## src/hw/rtl/four_class_slab_allocator_assert.svh

```systemverilog
// ----------------------------------------------------------------------------
// Slab allocator assertion macros
// Property shorthands used by the slab allocator checks.
// ----------------------------------------------------------------------------
`ifndef FOUR_CLASS_SLAB_ALLOCATOR_ASSERT_SVH
`define FOUR_CLASS_SLAB_ALLOCATOR_ASSERT_SVH

// Same-cycle implication, disabled while reset is active.
`define FCSA_ASSERT_IMP(label, clk, rst_n, ante, cons) \
	label: assert property (@(posedge clk) disable iff (!rst_n) (ante) |-> (cons)) \
		else $error("fcsa: same-cycle check failed");

// Next-cycle implication, disabled while reset is active.
`define FCSA_ASSERT_NXT(label, clk, rst_n, ante, cons) \
	label: assert property (@(posedge clk) disable iff (!rst_n) (ante) |=> (cons)) \
		else $error("fcsa: next-cycle check failed");

`endif

```

## src/hw/rtl/fcsa_pkg.sv

```systemverilog
// ----------------------------------------------------------------------------
// Slab allocator package
// Shared widths, codes, control structs and helper functions.
// ----------------------------------------------------------------------------
package fcsa_pkg;

	localparam int unsigned DEF_REGION_BYTES = 1024;
	localparam int unsigned NUM_CLASSES      = 4;
	localparam int unsigned ADDR_W           = 32;
	localparam int unsigned CFG_IDX_W        = 8;
	localparam int unsigned WORD_BITS        = 64;
	localparam int unsigned BIT_IDX_W        = 6;
	localparam int unsigned MAX_SIZE         = 64;

	typedef enum logic [1:0] {
		ST_OK          = 2'd0,
		ST_TOO_LARGE   = 2'd1,
		ST_CLASS_FULL  = 2'd2,
		ST_BAD_ADDRESS = 2'd3
	} status_t;

	typedef enum logic [1:0] {
		CLS_8  = 2'd0,
		CLS_16 = 2'd1,
		CLS_32 = 2'd2,
		CLS_64 = 2'd3
	} class_t;

	typedef enum logic [CFG_IDX_W-1:0] {
		REG_BASE_CLASS8  = 8'd0,
		REG_BASE_CLASS16 = 8'd1,
		REG_BASE_CLASS32 = 8'd2,
		REG_BASE_CLASS64 = 8'd3
	} cfg_reg_t;

	typedef enum logic [2:0] {
		RES_TOO_LARGE   = 3'd0,
		RES_BAD_ADDRESS = 3'd1,
		RES_FREED       = 3'd2,
		RES_SCAN        = 3'd3,
		RES_HELD        = 3'd4
	} res_kind_t;

	typedef struct packed {
		logic      start;
		logic      scan_next;
		logic      commit;
		logic      out_load;
		logic      res_save;
		res_kind_t res_kind;
	} fcsa_cmd_t;

	typedef struct packed {
		logic is_free;
		logic too_large;
		logic free_hit;
		logic scan_done;
	} fcsa_sts_t;

	typedef struct packed {
		logic                 found;
		logic [BIT_IDX_W-1:0] idx;
	} ffz_t;

	function automatic logic [2:0] slot_shift(input class_t c);
		logic [2:0] s;
		case (c)
			CLS_8:   s = 3'd3;
			CLS_16:  s = 3'd4;
			CLS_32:  s = 3'd5;
			default: s = 3'd6;
		endcase
		return s;
	endfunction

	// Lowest zero bit of a bitmap word, found per byte and then across bytes.
	function automatic ffz_t find_first_zero(input logic [WORD_BITS-1:0] word);
		logic [7:0]      grp_any;
		logic [7:0][2:0] grp_idx;
		ffz_t            r;
		grp_any = '0;
		grp_idx = '0;
		r       = '0;
		for (int g = 0; g < 8; g++) begin
			for (int b = 7; b >= 0; b--) begin
				if (!word[g*8+b]) begin
					grp_any[g] = 1'b1;
					grp_idx[g] = 3'(b);
				end
			end
		end
		for (int g = 7; g >= 0; g--) begin
			if (grp_any[g]) begin
				r.found = 1'b1;
				r.idx   = {3'(g), grp_idx[g]};
			end
		end
		return r;
	endfunction

endpackage

```

## src/hw/rtl/fcsa_if.sv

```systemverilog
// ----------------------------------------------------------------------------
// Slab allocator channels
// Request, response and configuration channels with valid/ready handshake.
// ----------------------------------------------------------------------------
interface fcsa_req_if import fcsa_pkg::*; ();
	logic              valid;
	logic              ready;
	logic              req_type;
	logic [ADDR_W-1:0] request_size;
	logic [ADDR_W-1:0] free_address;

	modport source (output valid, req_type, request_size, free_address, input ready);
	modport sink (input valid, req_type, request_size, free_address, output ready);
endinterface

interface fcsa_rsp_if import fcsa_pkg::*; ();
	logic              valid;
	logic              ready;
	logic [ADDR_W-1:0] slot_address;
	logic [1:0]        status;

	modport source (output valid, slot_address, status, input ready);
	modport sink (input valid, slot_address, status, output ready);
endinterface

interface fcsa_cfg_if import fcsa_pkg::*; ();
	logic                 valid;
	logic                 ready;
	logic [CFG_IDX_W-1:0] index;
	logic [ADDR_W-1:0]    data;

	modport source (output valid, index, data, input ready);
	modport sink (input valid, index, data, output ready);
endinterface

```

## src/hw/rtl/fcsa_ctrl.sv

```systemverilog
// ----------------------------------------------------------------------------
// Slab allocator controller
// Sequences accept, bitmap scan or release, and result hand-off.
// ----------------------------------------------------------------------------
module fcsa_ctrl import fcsa_pkg::*; (
	input  logic      clk,
	input  logic      arst_n,
	input  logic      in_valid,
	output logic      in_ready,
	output logic      out_valid,
	input  logic      out_ready,
	input  fcsa_sts_t sts,
	output fcsa_cmd_t cmd
);

	typedef enum logic [3:0] {
		S_IDLE    = 4'b0001,
		S_SCAN    = 4'b0010,
		S_FREE_WR = 4'b0100,
		S_HOLD    = 4'b1000
	} state_t;

	state_t state_q, state_d;
	logic   out_valid_q;
	logic   out_free;

	assign out_free  = !out_valid_q || out_ready;
	assign in_ready  = (state_q == S_IDLE);
	assign out_valid = out_valid_q;

	always_comb begin
		cmd          = '0;
		cmd.res_kind = RES_HELD;
		state_d      = state_q;
		unique case (state_q)
			S_IDLE: begin
				if (in_valid) begin
					if (sts.is_free && !sts.free_hit) begin
						cmd.res_kind = RES_BAD_ADDRESS;
						cmd.out_load = out_free;
						cmd.res_save = !out_free;
						state_d      = out_free ? S_IDLE : S_HOLD;
					end else if (!sts.is_free && sts.too_large) begin
						cmd.res_kind = RES_TOO_LARGE;
						cmd.out_load = out_free;
						cmd.res_save = !out_free;
						state_d      = out_free ? S_IDLE : S_HOLD;
					end else begin
						cmd.start = 1'b1;
						state_d   = sts.is_free ? S_FREE_WR : S_SCAN;
					end
				end
			end
			S_SCAN: begin
				if (!sts.scan_done) begin
					cmd.scan_next = 1'b1;
				end else begin
					cmd.commit   = 1'b1;
					cmd.res_kind = RES_SCAN;
					cmd.out_load = out_free;
					cmd.res_save = !out_free;
					state_d      = out_free ? S_IDLE : S_HOLD;
				end
			end
			S_FREE_WR: begin
				cmd.commit   = 1'b1;
				cmd.res_kind = RES_FREED;
				cmd.out_load = out_free;
				cmd.res_save = !out_free;
				state_d      = out_free ? S_IDLE : S_HOLD;
			end
			S_HOLD: begin
				cmd.res_kind = RES_HELD;
				if (out_free) begin
					cmd.out_load = 1'b1;
					state_d      = S_IDLE;
				end
			end
			default: state_d = S_IDLE;
		endcase
	end

	always_ff @(posedge clk or negedge arst_n) begin
		if (!arst_n) begin
			state_q     <= S_IDLE;
			out_valid_q <= 1'b0;
		end else begin
			state_q <= state_d;
			if (cmd.out_load) begin
				out_valid_q <= 1'b1;
			end else if (out_ready) begin
				out_valid_q <= 1'b0;
			end
		end
	end

endmodule

```

## src/hw/rtl/fcsa_dp.sv

```systemverilog
// ----------------------------------------------------------------------------
// Slab allocator datapath
// Base registers, request decode, per-class bitmap memories and result regs.
// ----------------------------------------------------------------------------
module fcsa_dp import fcsa_pkg::*; #(
	parameter int unsigned REGION_BYTES = DEF_REGION_BYTES
) (
	input  logic                 clk,
	input  logic                 arst_n,
	input  logic                 req_type,
	input  logic [ADDR_W-1:0]    request_size,
	input  logic [ADDR_W-1:0]    free_address,
	input  logic                 cfg_write,
	input  logic [CFG_IDX_W-1:0] cfg_index,
	input  logic [ADDR_W-1:0]    cfg_data,
	input  fcsa_cmd_t            cmd,
	output fcsa_sts_t            sts,
	output logic [ADDR_W-1:0]    slot_address,
	output logic [1:0]           status
);

	localparam int unsigned COUNT [NUM_CLASSES] = '{
		REGION_BYTES >> 3, REGION_BYTES >> 4, REGION_BYTES >> 5, REGION_BYTES >> 6};
	localparam int unsigned WORDS [NUM_CLASSES] = '{
		(COUNT[0] + WORD_BITS - 1) / WORD_BITS, (COUNT[1] + WORD_BITS - 1) / WORD_BITS,
		(COUNT[2] + WORD_BITS - 1) / WORD_BITS, (COUNT[3] + WORD_BITS - 1) / WORD_BITS};
	localparam int unsigned LAST_BITS [NUM_CLASSES] = '{
		COUNT[0] - WORD_BITS * (WORDS[0] - 1), COUNT[1] - WORD_BITS * (WORDS[1] - 1),
		COUNT[2] - WORD_BITS * (WORDS[2] - 1), COUNT[3] - WORD_BITS * (WORDS[3] - 1)};
	// Bits past the last real slot of a class read as taken.
	localparam logic [WORD_BITS-1:0] TAIL [NUM_CLASSES] = '{
		{WORD_BITS{1'b1}} << LAST_BITS[0], {WORD_BITS{1'b1}} << LAST_BITS[1],
		{WORD_BITS{1'b1}} << LAST_BITS[2], {WORD_BITS{1'b1}} << LAST_BITS[3]};
	localparam int unsigned WW = (WORDS[0] > 1) ? $clog2(WORDS[0]) : 1;

	logic [NUM_CLASSES-1:0][ADDR_W-1:0] base_q;

	class_t               cls_q;
	logic [WW-1:0]        word_q;
	logic [BIT_IDX_W-1:0] bit_q;
	logic                 oob_q;
	logic                 op_free_q;

	logic [ADDR_W-1:0] out_addr_q, held_addr_q;
	status_t           out_status_q, held_status_q;

	class_t                             alloc_cls, hit_cls, rd_cls;
	logic [NUM_CLASSES-1:0][ADDR_W-1:0] off;
	logic [NUM_CLASSES-1:0]             hit;
	logic [ADDR_W-1:0]                  free_slot, free_word32, slot32, alloc_addr;
	logic                               free_oob;
	logic [WW-1:0]                      rd_word;
	logic                               rd_en, wr_en, is_last, scan_done;
	logic [WORD_BITS-1:0]               map_rdata [NUM_CLASSES];
	logic [WORD_BITS-1:0]               word_data, wdata;
	ffz_t                               ffz;
	logic [ADDR_W-1:0]                  res_addr;
	status_t                            res_status;

	always_ff @(posedge clk or negedge arst_n) begin
		if (!arst_n) begin
			base_q <= '0;
		end else if (cfg_write) begin
			unique case (cfg_index)
				REG_BASE_CLASS8:  base_q[0] <= cfg_data;
				REG_BASE_CLASS16: base_q[1] <= cfg_data;
				REG_BASE_CLASS32: base_q[2] <= cfg_data;
				REG_BASE_CLASS64: base_q[3] <= cfg_data;
				default: ;
			endcase
		end
	end

	// Request decode, straight from the request fields.
	always_comb begin
		if (request_size <= ADDR_W'(8)) begin
			alloc_cls = CLS_8;
		end else if (request_size <= ADDR_W'(16)) begin
			alloc_cls = CLS_16;
		end else if (request_size <= ADDR_W'(32)) begin
			alloc_cls = CLS_32;
		end else begin
			alloc_cls = CLS_64;
		end
		for (int k = 0; k < NUM_CLASSES; k++) begin
			off[k] = free_address - base_q[k];
			hit[k] = off[k] < ADDR_W'(REGION_BYTES);
		end
		hit_cls = CLS_64;
		for (int k = NUM_CLASSES - 1; k >= 0; k--) begin
			if (hit[k]) begin
				hit_cls = class_t'(k);
			end
		end
		free_slot   = off[hit_cls] >> slot_shift(hit_cls);
		free_word32 = free_slot >> BIT_IDX_W;
		// A slot in a partial tail can sit one word past the stored bitmap.
		free_oob    = free_word32 >= ADDR_W'(WORDS[hit_cls]);
	end

	assign sts.is_free   = req_type;
	assign sts.too_large = request_size > ADDR_W'(MAX_SIZE);
	assign sts.free_hit  = |hit;
	assign sts.scan_done = scan_done;

	always_comb begin
		rd_en   = cmd.start || cmd.scan_next;
		rd_cls  = cmd.start ? (req_type ? hit_cls : alloc_cls) : cls_q;
		if (cmd.start) begin
			rd_word = req_type ? free_word32[WW-1:0] : '0;
		end else begin
			rd_word = word_q + WW'(1);
		end
	end

	always_ff @(posedge clk) begin
		if (cmd.start) begin
			op_free_q <= req_type;
			bit_q     <= free_slot[BIT_IDX_W-1:0];
			oob_q     <= free_oob;
		end
		if (rd_en) begin
			cls_q  <= rd_cls;
			word_q <= rd_word;
		end
	end

	// One bitmap memory per class; a word never written reads as all free.
	for (genvar k = 0; k < NUM_CLASSES; k++) begin : g_map
		localparam int unsigned D = WORDS[k];
		logic [WORD_BITS-1:0] mem_q [D];
		logic [D-1:0]         vld_q;
		logic [WORD_BITS-1:0] rdata_q;
		logic                 wr_sel;

		assign wr_sel       = wr_en && (cls_q == class_t'(k));
		assign map_rdata[k] = rdata_q;

		if (D > 1) begin : g_deep
			localparam int unsigned AW = $clog2(D);
			logic [AW-1:0] rd_idx, wr_idx;

			assign rd_idx = rd_word[AW-1:0];
			assign wr_idx = word_q[AW-1:0];

			always_ff @(posedge clk) begin
				if (wr_sel) begin
					mem_q[wr_idx] <= wdata;
				end
				if (rd_en) begin
					rdata_q <= vld_q[rd_idx] ? mem_q[rd_idx] : '0;
				end
			end

			always_ff @(posedge clk or negedge arst_n) begin
				if (!arst_n) begin
					vld_q <= '0;
				end else if (wr_sel) begin
					vld_q[wr_idx] <= 1'b1;
				end
			end
		end else begin : g_flat
			always_ff @(posedge clk) begin
				if (wr_sel) begin
					mem_q[0] <= wdata;
				end
				if (rd_en) begin
					rdata_q <= vld_q[0] ? mem_q[0] : '0;
				end
			end

			always_ff @(posedge clk or negedge arst_n) begin
				if (!arst_n) begin
					vld_q <= '0;
				end else if (wr_sel) begin
					vld_q[0] <= 1'b1;
				end
			end
		end
	end

	// Scan of the word read in the previous cycle.
	always_comb begin
		word_data  = map_rdata[cls_q];
		is_last    = (word_q == WW'(WORDS[cls_q] - 1));
		ffz        = find_first_zero(word_data | (is_last ? TAIL[cls_q] : '0));
		scan_done  = ffz.found || is_last;
		slot32     = ADDR_W'({word_q, ffz.idx});
		alloc_addr = base_q[cls_q] + (slot32 << slot_shift(cls_q));
		if (op_free_q) begin
			wdata = word_data & ~(WORD_BITS'(1) << bit_q);
			wr_en = cmd.commit && !oob_q;
		end else begin
			wdata = word_data | (WORD_BITS'(1) << ffz.idx);
			wr_en = cmd.commit && ffz.found;
		end
	end

	always_comb begin
		res_addr   = '0;
		res_status = ST_OK;
		unique case (cmd.res_kind)
			RES_TOO_LARGE:   res_status = ST_TOO_LARGE;
			RES_BAD_ADDRESS: res_status = ST_BAD_ADDRESS;
			RES_FREED:       res_status = ST_OK;
			RES_SCAN: begin
				if (ffz.found) begin
					res_addr = alloc_addr;
				end else begin
					res_status = ST_CLASS_FULL;
				end
			end
			RES_HELD: begin
				res_addr   = held_addr_q;
				res_status = held_status_q;
			end
			default: ;
		endcase
	end

	always_ff @(posedge clk) begin
		if (cmd.res_save) begin
			held_addr_q   <= res_addr;
			held_status_q <= res_status;
		end
		if (cmd.out_load) begin
			out_addr_q   <= res_addr;
			out_status_q <= res_status;
		end
	end

	assign slot_address = out_addr_q;
	assign status       = out_status_q;

endmodule

```

## src/hw/rtl/four_class_slab_allocator.sv

```systemverilog
// ----------------------------------------------------------------------------
// Four-class slab allocator
// Allocates and frees 8/16/32/64-byte slots from four bitmap-tracked regions.
// ----------------------------------------------------------------------------
// An allocate or free that touches a bitmap reads one 64-bit word of the class
// bitmap in the accept cycle, and in the state after it searches or updates
// that word and loads the result register. An allocate reads one more word for
// each fully occupied word it passes, as each bitmap memory has a single read
// port. Oversize allocates and frees outside every region finish in the accept
// cycle. The result register lets the next request be taken while a result
// waits; when it is still occupied a finished result is parked in a holding
// register until the result register frees, and no request is taken meanwhile.
// The bitmaps read as all free after reset with no clearing pass, and
// configuration writes are taken at any time.
`include "four_class_slab_allocator_assert.svh"

module four_class_slab_allocator import fcsa_pkg::*; #(
	parameter int unsigned REGION_BYTES = DEF_REGION_BYTES
) (
	input logic       clk,
	input logic       arst_n,
	fcsa_req_if.sink  req,
	fcsa_rsp_if.source rsp,
	fcsa_cfg_if.sink  cfg
);

	fcsa_cmd_t cmd;
	fcsa_sts_t sts;

	assign cfg.ready = 1'b1;

	fcsa_ctrl u_ctrl (
		.clk       (clk),
		.arst_n    (arst_n),
		.in_valid  (req.valid),
		.in_ready  (req.ready),
		.out_valid (rsp.valid),
		.out_ready (rsp.ready),
		.sts       (sts),
		.cmd       (cmd)
	);

	fcsa_dp #(
		.REGION_BYTES (REGION_BYTES)
	) u_dp (
		.clk          (clk),
		.arst_n       (arst_n),
		.req_type     (req.req_type),
		.request_size (req.request_size),
		.free_address (req.free_address),
		.cfg_write    (cfg.valid && cfg.ready),
		.cfg_index    (cfg.index),
		.cfg_data     (cfg.data),
		.cmd          (cmd),
		.sts          (sts),
		.slot_address (rsp.slot_address),
		.status       (rsp.status)
	);

	// A waiting result is never overwritten.
	`FCSA_ASSERT_IMP(a_no_overwrite, clk, arst_n, rsp.valid && !rsp.ready, !cmd.out_load)
	// A request that needs the bitmap keeps the input closed after it starts.
	`FCSA_ASSERT_NXT(a_busy_after_start, clk, arst_n, cmd.start, !req.ready)
	// A request that needs the bitmap cannot also produce its result at once.
	`FCSA_ASSERT_IMP(a_start_no_result, clk, arst_n, cmd.start, !cmd.out_load && !cmd.res_save)
	// Once a result is produced the scan does not continue.
	`FCSA_ASSERT_NXT(a_no_scan_after_done, clk, arst_n, cmd.out_load || cmd.res_save,
		!cmd.scan_next)

endmodule
```

## src/flat_wrapper.sv

```systemverilog
// flat-port wrapper written by rule: the top's interface ports become plain ports
module four_class_slab_allocator_flat import fcsa_pkg::*;
#(
	parameter int unsigned REGION_BYTES = DEF_REGION_BYTES
)
  (clk, arst_n, req_valid, req_req_type, req_request_size, req_free_address, req_ready, rsp_valid, rsp_slot_address, rsp_status, rsp_ready, cfg_valid, cfg_index, cfg_data, cfg_ready);
  fcsa_req_if req_i ();
  fcsa_rsp_if rsp_i ();
  fcsa_cfg_if cfg_i ();
  input logic clk;
  input logic arst_n;
  input wire logic [$bits(req_i.valid)-1:0] req_valid;
  input wire logic [$bits(req_i.req_type)-1:0] req_req_type;
  input wire logic [$bits(req_i.request_size)-1:0] req_request_size;
  input wire logic [$bits(req_i.free_address)-1:0] req_free_address;
  output wire logic [$bits(req_i.ready)-1:0] req_ready;
  output wire logic [$bits(rsp_i.valid)-1:0] rsp_valid;
  output wire logic [$bits(rsp_i.slot_address)-1:0] rsp_slot_address;
  output wire logic [$bits(rsp_i.status)-1:0] rsp_status;
  input wire logic [$bits(rsp_i.ready)-1:0] rsp_ready;
  input wire logic [$bits(cfg_i.valid)-1:0] cfg_valid;
  input wire logic [$bits(cfg_i.index)-1:0] cfg_index;
  input wire logic [$bits(cfg_i.data)-1:0] cfg_data;
  output wire logic [$bits(cfg_i.ready)-1:0] cfg_ready;
  assign req_i.valid = req_valid;
  assign req_i.req_type = req_req_type;
  assign req_i.request_size = req_request_size;
  assign req_i.free_address = req_free_address;
  assign req_ready = req_i.ready;
  assign rsp_valid = rsp_i.valid;
  assign rsp_slot_address = rsp_i.slot_address;
  assign rsp_status = rsp_i.status;
  assign rsp_i.ready = rsp_ready;
  assign cfg_i.valid = cfg_valid;
  assign cfg_i.index = cfg_index;
  assign cfg_i.data = cfg_data;
  assign cfg_ready = cfg_i.ready;
  four_class_slab_allocator #(.REGION_BYTES(REGION_BYTES)) u_core (.clk(clk), .arst_n(arst_n), .req(req_i), .rsp(rsp_i), .cfg(cfg_i));
endmodule
```

## config.mk

```make
export PLATFORM = sky130hd
export DESIGN_NAME = four_class_slab_allocator_flat
export DESIGN_NICKNAME = d
export VERILOG_FILES = /design/src/hw/rtl/fcsa_pkg.sv /design/src/hw/rtl/fcsa_if.sv /design/src/hw/rtl/fcsa_ctrl.sv /design/src/hw/rtl/fcsa_dp.sv /design/src/hw/rtl/four_class_slab_allocator.sv /design/src/flat_wrapper.sv
export VERILOG_INCLUDE_DIRS = /design/src /design/src/hw/rtl
export SDC_FILE = /design/constraint.sdc
export NUM_CORES = 2
export LEC_CHECK = 0
export BUFFER_PORTS_ARGS = -buffer_cell sky130_fd_sc_hd__buf_4
export CORE_UTILIZATION = 33
export CTS_CLUSTER_DIAMETER = 120
export DETAILED_ROUTE_END_ITERATION = 8
export MAX_ROUTING_LAYER = met4
export SLEW_MARGIN = 20
export SYNTH_ARGS = -nofsm -noshare
export SYNTH_HDL_FRONTEND = slang
export SYNTH_SLANG_ARGS = --single-unit
```

## constraint.sdc

```tcl
create_clock -name clk -period 25.8 [get_ports clk]
set_input_delay 5.16 -clock clk [delete_from_list [all_inputs] [get_ports clk]]
set_output_delay 5.16 -clock clk [all_outputs]
set_load 0.005 [all_outputs]
```

Word level (Yosys, flattened, before mapping)
Memories as Yosys holds them, arrays and structs flattened. A register that Yosys moved wholly into a read port is not among the register bits.
Cells that the tools add are included.
{"block": "word_totals", "ff_bits": 217, "latchBits": 0, "ram_bits": 320, "romBits": 0, "inputBits": 110, "mem_count": 4}
{"name": "u_core.u_dp.g_map[0].mem_q", "words": 2, "word_bits": 64, "read_ports": 1, "rd_ports_with_merged_regs": 1, "write_ports": 1, "line": "fcsa_dp.sv:131", "source": "logic [WORD_BITS-1:0] mem_q [D];"}
{"name": "u_core.u_dp.g_map[1].mem_q", "words": 1, "word_bits": 64, "read_ports": 1, "rd_ports_with_merged_regs": 1, "write_ports": 1, "line": "fcsa_dp.sv:131"}
{"name": "u_core.u_dp.g_map[2].mem_q", "words": 1, "word_bits": 64, "read_ports": 1, "rd_ports_with_merged_regs": 1, "write_ports": 1, "line": "fcsa_dp.sv:131"}
{"name": "u_core.u_dp.g_map[3].mem_q", "words": 1, "word_bits": 64, "read_ports": 1, "rd_ports_with_merged_regs": 1, "write_ports": 1, "line": "fcsa_dp.sv:131"}
{"block": "classes", "addsub": 7, "n_mul": 0, "div_mod_pow": 0, "magnitude_cmp": 16, "eq_ne": 19, "n_shift": 4, "muxes": 207, "n_bitwise": 7, "n_reduce_logical": 33}
{"op": "$mux 64", "count": 6}
{"op": "$bmux 32 s2", "count": 4}
{"op": "$bmux 64 s2", "count": 2}
{"op": "$mux 3", "count": 65}
{"op": "$mux 32", "count": 5}
{"op": "$lt 32x11->1 const B", "count": 4}
{"op": "$or 64x64->64", "count": 2}
{"op": "$shl 1x6->64 const A", "count": 2}
{"op": "$sub 32x32->32", "count": 4}
{"op": "$mux 1", "count": 91}
{"op": "$and 64x64->64", "count": 1}
{"op": "$not 64->64", "count": 1}
{"op": "$pmux 32 s2", "count": 1}
{"op": "$mux 7", "count": 8}
{"op": "$add 32x32->32", "count": 1}
{"op": "$ge 26x32->1", "count": 1}
{"op": "$gt 32x7->1 const B", "count": 1}
{"op": "$le 32x4->1 const B", "count": 1}
{"op": "$le 32x5->1 const B", "count": 1}
{"op": "$le 32x6->1 const B", "count": 1}
{"op": "$shl 7x3->32", "count": 1}
{"op": "$shr 32x3->32", "count": 1}
{"op": "$pmux 3 s3", "count": 3}
{"op": "$mux 4", "count": 6}
{"op": "other kinds (40)", "count": 80}

Longest topological paths before layout
{"block": "logic_depth", "word_depth": 32, "mapped_depth": 36, "ltp_nobuf": 28}

Cells and area by module
Synthesis repeated with hierarchy kept, for this count alone.
{"block": "unflattened", "cells_unflattened": 4092, "hier_area_um2": 45373.5}
{"module": "fcsa_dp", "n_inst": 1, "cells_each": 4044, "area_each_um2": 44950.6}
{"module": "fcsa_ctrl", "n_inst": 1, "cells_each": 46, "area_each_um2": 411.6}
{"module": "four_class_slab_allocator", "n_inst": 1, "cells_each": 2, "area_each_um2": 11.3}

Worst setup path after synthesis
OpenSTA, ideal clock, no wires.
{"block": "synth_timing", "path_kind": "input to register", "start": "input req_free_address[0]", "end": "register u_core.u_dp.word_q (netlist: u_core.u_dp.g_map[0].g_deep.wr_idx), enable pin", "setup_ps": 1230, "t_arrival_ps": 26221, "required_time_ps": 24570, "path_slack_ps": -1651, "stages": 16, "n_path_buf": 0, "path_cell_list": "inv_1 -> ha_1 -> inv_1 -> fa_1 -> a211oi_2 -> o21ai_1 -> a211oi_2 -> nor2_1 -> xor2_1 -> or4b_1 -> or3b_1 -> nor4_4 -> o2bb2ai_1 -> o21ai_2 -> and2_1 -> o21ai_0"}
{"block": "synth_via", "elab_chain_len": 9}
{"element": "start, declared", "line": "flat_wrapper.sv:15", "source": "input wire logic [$bits(req_i.free_address)-1:0] req_free_address;"}
{"element": "$sub 32x32->32", "line": "fcsa_dp.sv:86", "source": "off[k] = free_address - base_q[k];"}
{"element": "$lt 32x11->1", "line": "fcsa_dp.sv:87", "source": "hit[k] = off[k] < ADDR_W'(REGION_BYTES);"}
{"element": "$reduce_or 4->1 (*)", "line": "fcsa_dp.sv:103", "source": "assign sts.free_hit = |hit;"}
{"element": "$logic_not 1->1 (*)", "line": "fcsa_ctrl.sv:38", "source": "if (sts.is_free && !sts.free_hit) begin"}
{"element": "$logic_and 1x1->1 (*)", "line": "fcsa_ctrl.sv:38"}
{"element": "$mux 1 (*)", "line": "fcsa_ctrl.sv:38"}
{"element": "$mux 1 (*)", "line": "fcsa_ctrl.sv:37", "source": "if (in_valid) begin"}
{"element": "$mux 1 (*)", "line": "fcsa_ctrl.sv:35", "source": "unique case (state_q)"}
{"element": "$logic_or 1x1->1 (*)", "line": "fcsa_dp.sv:107", "source": "rd_en = cmd.start || cmd.scan_next;"}
{"element": "end signal, assigned", "line": "fcsa_dp.sv:124", "source": "word_q <= rd_word;"}
{"element": "end, declared", "line": "fcsa_dp.sv:39", "source": "logic [WW-1:0] word_q;"}
Every way passes the cells marked *; elsewhere a longest branch is shown, timed or not.
A chain may end at the register's enable or synchronous reset.

Worst setup path in the final report
{"block": "layout_timing", "start": "input req_free_address[0]", "end": "register u_core.u_dp.g_map[0].rdata_q[1] (read register of u_core.u_dp.g_map[0].mem_q), data pin"}
{"block": "layout_via", "elab_chain_len": 13}
{"element": "$sub 32x32->32", "line": "fcsa_dp.sv:86"}
{"element": "$lt 32x11->1", "line": "fcsa_dp.sv:87"}
{"element": "$mux 1", "line": "fcsa_dp.sv:91", "source": "if (hit[k]) begin"}
{"element": "$mux 2 (2 in a row)", "line": "fcsa_dp.sv:91"}
{"element": "$eq 2x2->1 (tied with other cells)", "line": "fcsa_pkg.sv:67", "source": "case (c)"}
{"element": "$pmux 3 s3 / $mux 32 (equally long branches)", "line": "fcsa_pkg.sv:67, fcsa_dp.sv:95"}
{"element": "$shr 32x3->32", "line": "fcsa_dp.sv:95", "source": "free_slot = off[hit_cls] >> slot_shift(hit_cls);"}
{"element": "$mux 1", "line": "fcsa_dp.sv:110", "source": "rd_word = req_type ? free_word32[WW-1:0] : '0;"}
{"element": "$mux 1", "line": "fcsa_dp.sv:109", "source": "if (cmd.start) begin"}
{"element": "$mux 1 (implied by the code) (2 in a row)", "line": "fcsa_dp.sv:151", "source": "rdata_q <= vld_q[rd_idx] ? mem_q[rd_idx] : '0;"}
{"element": "$logic_not 1->1 (no line)"}
{"element": "end, declared", "line": "fcsa_dp.sv:133", "source": "logic [WORD_BITS-1:0] rdata_q;"}
Several ways; a longest one is shown, not always the timed one. The select of a mux whose other input is x is not followed.

==> run summary <==
Status: finished, final reports clean
Worst slew pin tran: 1.157 ns
P per Cell Area: 68.97 nW/µm²
Register area: 23140 µm²
Library cells used by synthesis: 97
Final hold viol count: 0
Via count: 30136
Clk network pwr share: 38.7%
Setup repair bufs after CTS: 0
Worst skew pair latency: 0.69 ns
Hpwl dp: 89500 µm
Share of layout cells above drive strength 1: 15.17%
Top_reg_cell synth: edfxtp_1
Syn_area_per_cell: 11.79 µm²
Io pins: 147
Share of total power in combinational logic: 15.5%
Area growth syn-to-layout: 13.50%
CP Class: in2reg
Sw Ratio: 26.98%
Final Max Tran Viols: 0
Hold_ws: 0.5045 ns
Number of max-cap violations: 0
CTS sink cnt: 793
CTS tree: yes
FF+latch count, synth: 793
Port bufs: 145
Most frequent cells in the layout: 655 x edfxtp_1, 410 x nand2_1, 281 x o21ai_0
Post-Syn Instances: 3607
Max Clock Skew: 0.05816 ns
First-pass GRT wire length: 190800 µm
Nets: 3986
TritonCTS Buffers: 87
Final Setup Violations: 0
Starting Density: 33.31%
CORE AREA: 127700 µm²
Hold/Removal Path Class: reg2reg
Final min period: 12.09 ns
Relative slew slack: 22.88%
Synth Cell Area: 42530 µm²
Routed Antenna Nets: 0
Initial DRC count: 2869
Gr ovfl total: 0
Largest net degree at the start of global routing: 180
Post-synth EDFFs: 655
Clock tree buffer depth: 3
F_max: 0.08268 GHz
Worst Path Required: 26.18 ns
Via density: 5.515
Root buf cell: clkbuf_16
Critical Path AT: 12.48 ns
Drt first pass iters: 9
DRC: 0
Area occupied by multi-input gates: 18070 µm²
Cell-internal power: 2431 µW
Vias in the first global route: 29418
Syn. warnings: 0
CTS clock-pin slew for the worst setup and hold paths: 0.06 ns
Wire per inst: 23.57 µm
Resize count post-CTS: 0
Synth Net Count: 3868
Worst setup SP type: input port
Final period util: 46.88%
VDD IR-drop max: 0.00005381 V
Total wire length after detailed routing: 128800 µm
CTS hold repair buffers: 0
CP Capture Type: flip-flop
Seq pwr share: 45.9%
P_leak: 0.01748 µW
Die H: 361.0 µm
R2R cell count: 27
Hold path cells: 1
Die span in x: 361.0 µm
CTS H-tree depth: 3
Die area: 130300 µm²
Asr flop ratio synth: 17.40%
Most common cell after layout, fill and taps aside: edfxtp_1
GRT Overall Usage: 20.03%
Fillcell total: 12219
# rows: 131
P_sw: 898.1 µW
RD Place Congestion: 0.9652
Setup TNS Final: 0 ns
Initial antenna violation count: 5
CP Max Fanout: 52
RSZ-0062 raised after global routing: no
Sequential area share after synthesis: 54.37%
worst paths after layout:
path                                                                   from                                             end  slack (ns)
worst min-delay path            u_core.u_dp.g_map[1].mem_q[0][28]$_DFFE_PP_  u_core.u_dp.g_map[1].rdata_q[28]$_SDFFCE_PN0N_        0.50
min in group asynchronous                                            arst_n              u_core.u_dp.base_q[61]$_DFFE_PN0P_        4.59
worst max-delay path                                    req_free_address[0]   u_core.u_dp.g_map[0].rdata_q[1]$_SDFFCE_PN0N_       13.71
max in group asynchronous                                            arst_n          u_core.u_dp.g_map[2].vld_q$_DFFE_PN0P_       19.93
worst max register to register               u_core.u_dp.cls_q[0]$_DFFE_PP_           u_core.u_dp.held_addr_q[30]$_DFFE_PP_       17.55
worst min register to register  u_core.u_dp.g_map[1].mem_q[0][28]$_DFFE_PP_  u_core.u_dp.g_map[1].rdata_q[28]$_SDFFCE_PN0N_        0.50
power groups by stage:
stage	combinational, µW	sequential (µW)	clock, µW
after floorplan	301	1550	0
after global placement	509	1550	0
after detailed placement	511	1550	0
after CTS	512	1530	1310
after global routing	561	1540	1360
final	515	1530	1290
state kept, by name, summed over array words and instances (netlist names):
register,flops
u_core.u_ctrl.state_q,4
u_core.u_dp.g_map.rdata_q,256
u_core.u_dp.status,2
u_core.u_dp.g_map.vld_q,5
u_core.u_dp.held_addr_q,32
u_core.u_dp.held_status_q,2
u_core.u_dp.slot_address,32
u_core.u_dp.g_map.g_deep.wr_idx,1
u_core.u_dp.oob_q,1
u_core.u_dp.cls_q,2
u_core.u_dp.g_map.mem_q,320
u_core.u_dp.op_free_q,1
u_core.u_dp.base_q,128
u_core.u_dp.bit_q,6
u_core.u_ctrl.out_valid,1
cells in the mapped netlist, types with 83 or more instances:
| master | count | share of area [%] |
|---|---|---|
| edfxtp_1 | 655 | 46 |
| o21ai_0 | 282 | 3.3 |
| mux2i_1 | 83 | 2.0 |
| a21oi_1 | 166 | 2.0 |
| nand2_1 | 410 | 3.6 |
| inv_1 | 178 | 1.6 |
| mux2_2 | 104 | 2.8 |
| and2_1 | 227 | 3.3 |
| nor2_1 | 150 | 1.3 |
| ha_1 | 146 | 4.3 |
| dfrtp_1 | 137 | 8.1 |
| mux4_2 | 97 | 5.1 |
metal layers:
layer | track usage [%] | part of all wire, % | routed length [µm] | vias to the layer above
li1 | - | - | - | 13726
met1 | 27.35 | 45 | 58400 | 15073
met2 | 30.57 | 45 | 58220 | 1130
met3 | 3.270 | 6.9 | 8932 | 207
met4 | 5.866 | 2.5 | 3202 | 0
met5 | - | 0 | 0 | -
critical path, stage by stage:
cell and delay (ns):
buf_4 0.08, inv_1 0.09, ha_1 0.27, fa_1 0.39
nand2b_1 0.19, a21oi_1 0.49, o21a_1 0.27, o21ai_0 0.11
a2111oi_0 0.38, or3b_1 0.42, nor4_1 0.25, nand4b_1 0.20
nor3_2 0.57, inv_2 0.32, o21ai_0 0.25, ha_1 0.53
clkinv_1 0.40, mux2_2 0.33, nand2_1 0.05, o31ai_1 0.17
a21o_4 0.37, buf_4 0.92, mux2i_1 0.19
through the flow:
stage	utilization (%)	worst slack (ns)	std cells	power, µW	instance area (µm²)
3_5_place_dp	35.45	13.11	5298	2065	45270
3_3_place_gp	35.45	13.19	5298	2061	45270
2_1_floorplan	-	5.297	3607	1852	42530
5_1_grt	37.81	13.24	5464	3460	48270
6_report	37.81	13.71	5464	3329	48270
4_1_cts	37.79	13.76	5459	3356	48250
cell type report:
cell class | instances | share of cell area (%)
Sequential cell | 793 | 47.93
Multi-Input combinational cell | 2490 | 37.44
Clock buffer | 102 | 4.691
Tap cell | 1662 | 4.308
Timing Repair Buffer | 173 | 2.724
Clock inverter | 59 | 1.485
Inverter | 180 | 1.400
Antenna cell | 5 | 0.02592
kinds of logic after synthesis:
group | Yosys count | synth area share [%]
multiplexers | 284 | 9.844
AO/OA/AOI/OAI | 824 | 12.40
XOR/XNOR | 110 | 2.265
AND/OR/NAND/NOR | 1120 | 13.17
buffers and inverters | 324 | 3.416
other | 1 | 0.008817
flip-flops | 793 | 54.37
adder cells (fa/ha/maj) | 151 | 4.531
Power figures use the tool's default switching activity.
